===== src/hw/rtl/rlm_pkg.sv =====
// ----------------------------------------------------------------------------
// rlm_pkg
// shared types and codes for the reset line monitor
// ----------------------------------------------------------------------------
package rlm_pkg;

  // configuration port
  localparam int unsigned CFG_IDX_W  = 8;
  localparam int unsigned CFG_DATA_W = 16;

  localparam logic [CFG_IDX_W-1:0] REG_SHORT_RESET = 8'd0;
  localparam logic [CFG_IDX_W-1:0] REG_LONG_RESET  = 8'd1;
  localparam logic [CFG_IDX_W-1:0] REG_LONG_DETECT = 8'd2;
  localparam logic [CFG_IDX_W-1:0] REG_REBOOT_QUIET = 8'd3;

  localparam logic [CFG_DATA_W-1:0] SHORT_RESET_RST  = 16'd400;
  localparam logic [CFG_DATA_W-1:0] LONG_RESET_RST   = 16'd2500;
  localparam logic [CFG_DATA_W-1:0] LONG_DETECT_RST  = 16'd2000;
  localparam logic [CFG_DATA_W-1:0] REBOOT_QUIET_RST = 16'd5000;

  // item opcodes
  localparam logic OP_TICK  = 1'b0;
  localparam logic OP_DRIVE = 1'b1;

  // line event codes
  localparam logic [2:0] EV_NONE        = 3'd0;
  localparam logic [2:0] EV_ENTERED     = 3'd1;
  localparam logic [2:0] EV_OUT         = 3'd2;
  localparam logic [2:0] EV_POWERED_ON  = 3'd3;
  localparam logic [2:0] EV_LONG_RESET  = 3'd4;
  localparam logic [2:0] EV_POWERED_OFF = 3'd5;

  // line state codes (bit 1 set means level not yet known)
  localparam logic [1:0] LS_LOW     = 2'd0;
  localparam logic [1:0] LS_HIGH    = 2'd1;
  localparam logic [1:0] LS_UNKNOWN = 2'd2;

  typedef struct packed {
    logic [CFG_DATA_W-1:0] short_reset_ms;
    logic [CFG_DATA_W-1:0] long_reset_ms;
    logic [CFG_DATA_W-1:0] long_detect_ms;
    logic [CFG_DATA_W-1:0] reboot_quiet_ms;
  } cfg_t;

  typedef struct packed {
    logic opcode;
    logic hold;
    logic long_request;
    logic line_level;
    logic reboot_seen;
    logic sense_high;
  } in_item_t;

  typedef struct packed {
    logic       drive_low;
    logic [2:0] line_event;
    logic       reboot_event;
  } out_item_t;

  // flag state of the monitor
  typedef struct packed {
    logic [1:0] line_state;
    logic       was_powered_off;
    logic       drive_active;
    logic       release_armed;
    logic       long_armed;
    logic       long_held;
  } flags_t;

endpackage


===== src/hw/rtl/reset_line_monitor.sv =====
// ----------------------------------------------------------------------------
// reset_line_monitor
// watches a host reset line on millisecond ticks, drives it low on command
// ----------------------------------------------------------------------------
// an accepted item is held in the input register until the result register is free;
// its result is then captured in the result register and held there until taken
// throughput: one item per cycle, sustained while results are taken
// input register, then update logic, then result register
// reset: async active low; line state unknown, all countdowns elapsed,
// timing registers back to 400 / 2500 / 2000 / 5000 ms
module reset_line_monitor #(
  parameter int unsigned TIMER_BITS = 16
) (
  input  logic                           clk_i,
  input  logic                           rst_ni,
  // configuration writes
  input  logic                           cfg_we_i,
  input  logic [rlm_pkg::CFG_IDX_W-1:0]  cfg_index_i,
  input  logic [rlm_pkg::CFG_DATA_W-1:0] cfg_wdata_i,
  // item input
  input  logic                           in_valid_i,
  output logic                           in_ready_o,
  input  rlm_pkg::in_item_t              in_data_i,
  // result output
  output logic                           out_valid_o,
  input  logic                           out_ready_i,
  output rlm_pkg::out_item_t             out_data_o
);
  import rlm_pkg::*;

  cfg_t      cfg;
  in_item_t  in_q;
  logic      in_valid_q, in_valid_d;
  out_item_t out_q, result;
  logic      out_valid_q, out_valid_d;
  logic      out_free;   // result register can take a new item this cycle
  logic      fire;       // input register item is processed this cycle

  rlm_cfg_regs u_cfg (
    .clk_i       (clk_i),
    .rst_ni      (rst_ni),
    .cfg_we_i    (cfg_we_i),
    .cfg_index_i (cfg_index_i),
    .cfg_wdata_i (cfg_wdata_i),
    .cfg_o       (cfg)
  );

  // stall travels back from the output: the input register only holds
  // its item when the result register is full and not being taken
  assign out_free   = !out_valid_q || out_ready_i;
  assign fire       = in_valid_q && out_free;
  assign in_ready_o = !in_valid_q || out_free;

  assign in_valid_d  = (in_valid_i && in_ready_o) ? 1'b1 : (fire ? 1'b0 : in_valid_q);
  assign out_valid_d = fire ? 1'b1 : (out_ready_i ? 1'b0 : out_valid_q);

  // state update and result for the item in the input register
  rlm_core #(
    .TIMER_BITS (TIMER_BITS)
  ) u_core (
    .clk_i    (clk_i),
    .rst_ni   (rst_ni),
    .fire_i   (fire),
    .item_i   (in_q),
    .cfg_i    (cfg),
    .result_o (result)
  );

  always_ff @(posedge clk_i or negedge rst_ni) begin
    if (!rst_ni) begin
      in_valid_q  <= 1'b0;
      out_valid_q <= 1'b0;
    end else begin
      in_valid_q  <= in_valid_d;
      out_valid_q <= out_valid_d;
    end
  end

  // payload registers, no reset needed
  always_ff @(posedge clk_i) begin
    if (in_valid_i && in_ready_o) begin
      in_q <= in_data_i;
    end
    if (fire) begin
      out_q <= result;
    end
  end

  assign out_valid_o = out_valid_q;
  assign out_data_o  = out_q;

endmodule


===== src/hw/rtl/rlm_cfg_regs.sv =====
// ----------------------------------------------------------------------------
// rlm_cfg_regs
// timing registers written through the plain configuration port
// ----------------------------------------------------------------------------
module rlm_cfg_regs (
  input  logic                          clk_i,
  input  logic                          rst_ni,
  input  logic                          cfg_we_i,
  input  logic [rlm_pkg::CFG_IDX_W-1:0]  cfg_index_i,
  input  logic [rlm_pkg::CFG_DATA_W-1:0] cfg_wdata_i,
  output rlm_pkg::cfg_t                 cfg_o
);
  import rlm_pkg::*;

  cfg_t cfg_q, cfg_d;

  always_comb begin
    cfg_d = cfg_q;
    if (cfg_we_i) begin
      unique case (cfg_index_i)
        REG_SHORT_RESET:  cfg_d.short_reset_ms  = cfg_wdata_i;
        REG_LONG_RESET:   cfg_d.long_reset_ms   = cfg_wdata_i;
        REG_LONG_DETECT:  cfg_d.long_detect_ms  = cfg_wdata_i;
        REG_REBOOT_QUIET: cfg_d.reboot_quiet_ms = cfg_wdata_i;
        default:          cfg_d = cfg_q;
      endcase
    end
  end

  always_ff @(posedge clk_i or negedge rst_ni) begin
    if (!rst_ni) begin
      cfg_q.short_reset_ms  <= SHORT_RESET_RST;
      cfg_q.long_reset_ms   <= LONG_RESET_RST;
      cfg_q.long_detect_ms  <= LONG_DETECT_RST;
      cfg_q.reboot_quiet_ms <= REBOOT_QUIET_RST;
    end else begin
      cfg_q <= cfg_d;
    end
  end

  assign cfg_o = cfg_q;

endmodule


===== src/hw/rtl/rlm_core.sv =====
// ----------------------------------------------------------------------------
// rlm_core
// monitor state, countdowns and the per-item update logic
// ----------------------------------------------------------------------------
module rlm_core #(
  parameter int unsigned TIMER_BITS = 16
) (
  input  logic              clk_i,
  input  logic              rst_ni,
  input  logic              fire_i,
  input  rlm_pkg::in_item_t item_i,
  input  rlm_pkg::cfg_t     cfg_i,
  output rlm_pkg::out_item_t result_o
);
  import rlm_pkg::*;

  localparam logic [32:0] TMAX = (33'd1 << TIMER_BITS) - 33'd1;
  localparam logic [TIMER_BITS-1:0] CNT_ZERO = '0;
  localparam logic [TIMER_BITS-1:0] CNT_ONE  = TIMER_BITS'(1);

  // clamp a register value to the countdown range
  function automatic logic [TIMER_BITS-1:0] sat_load(input logic [CFG_DATA_W-1:0] v);
    logic [32:0] w;
    w = 33'(v);
    sat_load = (w > TMAX) ? TMAX[TIMER_BITS-1:0] : w[TIMER_BITS-1:0];
  endfunction

  function automatic logic [TIMER_BITS-1:0] dec(input logic [TIMER_BITS-1:0] c);
    dec = (c != CNT_ZERO) ? c - CNT_ONE : CNT_ZERO;
  endfunction

  flags_t                flags_q, flags_d;
  logic [TIMER_BITS-1:0] release_cnt_q, release_cnt_d;
  logic [TIMER_BITS-1:0] long_cnt_q, long_cnt_d;
  logic [TIMER_BITS-1:0] reboot_cnt_q, reboot_cnt_d;
  logic [TIMER_BITS-1:0] rel_dec, long_dec, reb_dec, quiet_load;
  logic [2:0]            ev;
  logic                  reboot_ev;

  always_comb begin
    flags_d       = flags_q;
    release_cnt_d = release_cnt_q;
    long_cnt_d    = long_cnt_q;
    reboot_cnt_d  = reboot_cnt_q;
    ev            = EV_NONE;
    reboot_ev     = 1'b0;
    rel_dec       = dec(release_cnt_q);
    long_dec      = dec(long_cnt_q);
    reb_dec       = dec(reboot_cnt_q);
    quiet_load    = sat_load(cfg_i.reboot_quiet_ms);

    if (item_i.opcode == OP_DRIVE) begin
      flags_d.drive_active = 1'b1;
      if (item_i.hold) begin
        flags_d.release_armed = 1'b0;
        flags_d.long_armed    = 1'b0;
        flags_d.long_held     = 1'b1;
        release_cnt_d         = CNT_ZERO;
        long_cnt_d            = CNT_ZERO;
      end else begin
        flags_d.release_armed = 1'b1;
        release_cnt_d = item_i.long_request ? sat_load(cfg_i.long_reset_ms)
                                            : sat_load(cfg_i.short_reset_ms);
      end
    end else begin
      release_cnt_d = rel_dec;
      long_cnt_d    = long_dec;
      reboot_cnt_d  = reb_dec;

      if (flags_q.release_armed && rel_dec == CNT_ZERO) begin
        flags_d.release_armed = 1'b0;
        flags_d.drive_active  = 1'b0;
      end
      if (item_i.reboot_seen && reb_dec == CNT_ZERO) begin
        reboot_ev    = 1'b1;
        reboot_cnt_d = quiet_load;
      end

      priority if (flags_q.line_state[1]) begin
        flags_d.line_state = {1'b0, item_i.line_level};
      end else if (flags_q.line_state[0] != item_i.line_level) begin
        flags_d.line_state = {1'b0, item_i.line_level};
        if (!item_i.line_level) begin
          ev = EV_ENTERED;
          if (!flags_q.long_armed && !flags_q.long_held) begin
            flags_d.long_armed = 1'b1;
            long_cnt_d         = sat_load(cfg_i.long_detect_ms);
          end
        end else if (flags_q.was_powered_off) begin
          flags_d.was_powered_off = 1'b0;
          ev = EV_POWERED_ON;
        end else begin
          ev = EV_OUT;
        end
        reboot_cnt_d = quiet_load;
      end else if (flags_q.long_armed && long_dec == CNT_ZERO) begin
        flags_d.long_armed = 1'b0;
        if (flags_q.line_state == LS_LOW) begin
          if (item_i.sense_high) begin
            ev = EV_LONG_RESET;
          end else begin
            ev = EV_POWERED_OFF;
            flags_d.was_powered_off = 1'b1;
          end
        end
      end else begin
        flags_d.line_state = flags_q.line_state;
      end
    end

    result_o.drive_low    = flags_d.drive_active;
    result_o.line_event   = ev;
    result_o.reboot_event = reboot_ev;
  end

  always_ff @(posedge clk_i or negedge rst_ni) begin
    if (!rst_ni) begin
      flags_q.line_state      <= LS_UNKNOWN;
      flags_q.was_powered_off <= 1'b0;
      flags_q.drive_active    <= 1'b0;
      flags_q.release_armed   <= 1'b0;
      flags_q.long_armed      <= 1'b0;
      flags_q.long_held       <= 1'b0;
      release_cnt_q           <= CNT_ZERO;
      long_cnt_q              <= CNT_ZERO;
      reboot_cnt_q            <= CNT_ZERO;
    end else if (fire_i) begin
      flags_q       <= flags_d;
      release_cnt_q <= release_cnt_d;
      long_cnt_q    <= long_cnt_d;
      reboot_cnt_q  <= reboot_cnt_d;
    end
  end

endmodule


===== config.mk =====
export PLATFORM = sky130hd
export DESIGN_NAME = reset_line_monitor
export DESIGN_NICKNAME = d
export VERILOG_FILES = /design/src/hw/rtl/rlm_pkg.sv /design/src/hw/rtl/reset_line_monitor.sv /design/src/hw/rtl/rlm_cfg_regs.sv /design/src/hw/rtl/rlm_core.sv
export SDC_FILE = /design/constraint.sdc
export NUM_CORES = 1
export LEC_CHECK = 0
export BUFFER_PORTS_ARGS = -buffer_cell sky130_fd_sc_hd__buf_2
export CELL_PAD_IN_SITES_DETAIL_PLACEMENT = 1
export CELL_PAD_IN_SITES_GLOBAL_PLACEMENT = 2
export CORE_UTILIZATION = 36
export DETAILED_ROUTE_END_ITERATION = 10
export PLACE_DENSITY = 0.75
export SLEW_MARGIN = 40
export SYNTH_ARGS = -nofsm -noshare
export SYNTH_HDL_FRONTEND = slang
export SYNTH_SLANG_ARGS = --single-unit

===== constraint.sdc =====
create_clock -name clk_i -period 2.5 [get_ports clk_i]
set_input_delay 0.25 -clock clk_i [delete_from_list [all_inputs] [get_ports clk_i]]
set_output_delay 0.25 -clock clk_i [all_outputs]
set_load 0.05 [all_outputs]

==> results.tsv <==
metric	value	unit
synth_top_family_by_area	simple AND/OR/NAND/NOR gates	
worst_slew_pin_slew	0.662	ns
reg2reg_to	u_core.reboot_cnt_q[4]$_DFFE_PN0P_	
max-vdd-ir-drop	0.523	mV
met1_usage	31.4	%
power_frac_clock	23.6	%
cp_num_buf_inv	2	
dp_hpwl	15500	um
reg2reg_depth	8	
grt_overflow_total	0	
combPwrFrac	48.1	%
design_area	0.00933	mm2
grt_pass1_vias	6563	
arrival	2.94	ns
synthToLayoutAreaGrowth	34.0	%
crit_path_max_fanout	4	
maxCapViolations	0	
ys_warn_count	0	
fin_crit_sh	106	%
ys_seq_elements	132	
hold_path_class	in -> reg	
pwr-share-seq	28.3	%
cpMaxStageDelayCell	or4_4	
r2r_slack	-0.14	ns
io_pins	42	
power.density	1140	mW/mm2
layout-drive-gt1-share	42.3	%
worstPathCellList	or4_4, buf_4, nor4_4, o211a_1, buf_4, o2111ai_4, a31o_2, a221o_1	
crit_required	2.80	ns
slew_headroom	55.5	%
syn_nets	705	
p_switching	4.11	mW
ys_types	75	
synthFlopType	dfrtp_1	
crit_family	compound AO/OA/AOI/OAI gates	
clkTransAtPathRegs	0.06	ns
ys_async_sr_fraction	91.7	%
grt_max_degree	46	
root_buffer	clkbuf_16	
rsz0062_at_grt	true	
drt-initial-drc-count	247	
ff_latch_area	0.00338	mm2
core_area	0.0188	mm2
hold_path_startpoint	in_valid_i	
report.final.slew_viol_count	0	
vias_per_cell	5.59	
final_antenna_net_count	0	
synth_edf_count	11	
fin_tns_setup	-1.16	ns
fin_crit	2.64	ns
hold_viol_final	0	
post_drt_wl_per_cell	20.5	um
dr.pass1.iters	4	
finalPower	10.6	mW
outcome	complete, but fails checks	
antenna_cells	0	
grt_use_met3	4.11	%
final_core_util	49.5	%
fin_ws	-0.141	ns
path_common_cell	buf_4	
yosysSeqAreaShare	48.6	%
skew	0.00714	ns
path_class	reg -> reg	
dieArea	0.0199	mm2
cts_max_level	4	
synthXorXnorAreaFrac	2.27	%
row_count	50	
post_synth_instance_area	0.00696	mm2
insertion_delay	0.42	ns
die_x	141	um
syn_inst	664	
synth_compound_area_share	14.6	%
top_usage_layer	met2	
violations	setup timing	
grt_pass1_wl	36300	um
p_leak	4.07	nW
r2r_start	u_core.reboot_cnt_q[9]$_DFFE_PN0P_	
fillers	2047	
muxShareOfSynthArea	13.0	%
syn_area_per_cell	10.5	um2
synthSimpleGateAreaFrac	17.3	%
cpPeakStageDelay	0.56	ns
route.vias.total	6071	
grt_antenna_before_repair	0	
fp.dieH	141	um
min_to	in_valid_q$_DFFE_PN0P_	
internal-power	6.50	mW
cp-start-kind	flop	
synthAdderAreaFrac	1.08	%
io_buffers	41	
cts_tree	done	
swShare	38.7	%
routabilityCongestion	0.884	
min_path_cells	2	
cts_sinks	132	
max_freq	379	MHz
drcViolationCount	0	
nNetsFinal	855	
placed_area	0.00824	mm2
setup_viol	19	
dp_slack	-0.203	ns
drt_wl_total	22300	um
gr-usage-all-layers	23.9	%
end_kind	flop	
clock_path_buffers	2	
initial_utilization	37.0	%
multiInputGateArea	0.00369	mm2
numCtsBuffers	17	
grt_use_met2	39.9	%
==> per-layer routing <==
layer	part of all wire [%]	vias up
met3	3.8	38
met5	0	-
met4	2.3	0
met1	45	3131
met2	49	120
li1	-	2782
==> synthesized netlist by cell type (10+ instances only) <==
cell / count / area [um2]
nor4_1: 17 / 106
dfstp_2: 20 / 526
a21oi_1: 38 / 190
nor2_1: 40 / 150
clkbuf_1: 27 / 101
nand2_1: 45 / 169
mux2i_1: 16 / 160
inv_1: 18 / 67.6
o221ai_1: 10 / 87.6
edfxtp_1: 11 / 330
nand3_1: 12 / 60.1
nor3_1: 25 / 125
o21ai_0: 47 / 235
mux2_2: 66 / 743
dfrtp_1: 101 / 2530
nand2b_1: 11 / 68.8
==> stage by stage <==
step                instances  hold WS [ns]
finish                   1087        0.0613
global route             1087        0.0597
CTS                      1085        0.0495
detailed placement       1034         0.306
global placement         1034         0.295
floorplan                 664       -0.0456
==> how the worst max path moves through the flow <==
stage,cells after the start,end,slack (ns),start
floorplan,7,out_data_o[4]$_DFFE_PP_,-0.06,u_core.release_cnt_q[0]$_DFFE_PN0P_
global placement,10,out_data_o[1]$_SDFFCE_PP0P_,-0.16,u_core.long_cnt_q[1]$_DFFE_PN0P_
detailed placement,10,u_core.reboot_cnt_q[4]$_DFFE_PN0P_,-0.20,u_core.reboot_cnt_q[0]$_DFFE_PN0P_
CTS,11,out_data_o[1]$_SDFFCE_PP0P_,-0.13,u_core.long_cnt_q[1]$_DFFE_PN0P_
global route,9,u_core.reboot_cnt_q[6]$_DFFE_PN0P_,-0.24,u_core.reboot_cnt_q[1]$_DFFE_PN0P_
finish,8,u_core.reboot_cnt_q[4]$_DFFE_PN0P_,-0.14,u_core.reboot_cnt_q[9]$_DFFE_PN0P_
==> power groups by stage <==
stage / sequential, mW / combinational (mW) / clock [mW]
after floorplan: 2.94 / 2.54 / 0
after global placement: 2.96 / 4.26 / 0
after detailed placement: 2.99 / 4.37 / 0
after CTS: 2.97 / 4.90 / 2.56
after global routing: 3.05 / 5.55 / 2.64
final: 3.00 / 5.10 / 2.51
==> placed cells by master (no fill, tap or decap), types with 6 or more instances in the layout <==
master,n
nand3_1,6
nor4_1,13
dlygate4sd3_1,7
mux2_2,66
clkbuf_16,17
a21oi_2,6
o21ai_0,45
nand4_1,8
or4_4,6
o221ai_1,9
nand2_1,45
nand2b_1,11
buf_2,40
o21ai_1,8
dfstp_2,20
nor2_1,38
dfrtp_1,101
buf_4,106
a22oi_1,7
edfxtp_1,11
mux2i_1,16
buf_6,9
a21oi_1,32
xnor2_1,6
nor3_1,22
inv_1,14
xor2_1,9
==> cell type report <==
| class | count | area share [%] |
|---|---|---|
| multi-input combinational | 478 | 39.6 |
| sequential | 132 | 36.3 |
| timing repair buffer | 167 | 13.6 |
| clock buffer | 17 | 4.56 |
| tap | 260 | 3.49 |
| clock inverter | 15 | 1.76 |
| inverter | 18 | 0.724 |
==> registers in the layout (all words and copies together), names as in the netlist <==
signal and flops:
u_cfg.cfg_o 64, u_core.flags_q 7, in_q 6, in_valid_q 1, u_core.long_cnt_q 16, out_valid_o 1, out_data_o 5, u_core.reboot_cnt_q 16
u_core.release_cnt_q 16
==> repair_timing <==
item / 4_1_cts / 5_1_grt
buffers inserted: 11 / 2
endpoints found under the setup margin: 21 / 35
endpoints found under the hold margin: 39 / 0
pin swaps: 35 / 21
gates resized for setup: 46 / 24
hold buffers: 7 / 0
gates cloned: 1 / 0
==> cells by family after synthesis <==
| group | Yosys count |
|---|---|
| flops | 132 |
| mux | 82 |
| simple gates | 215 |
| buf+inv | 54 |
| compound gates | 157 |
| xor+xnor | 18 |
| fa+ha+maj | 6 |
(Power assumes the default switching activity.)
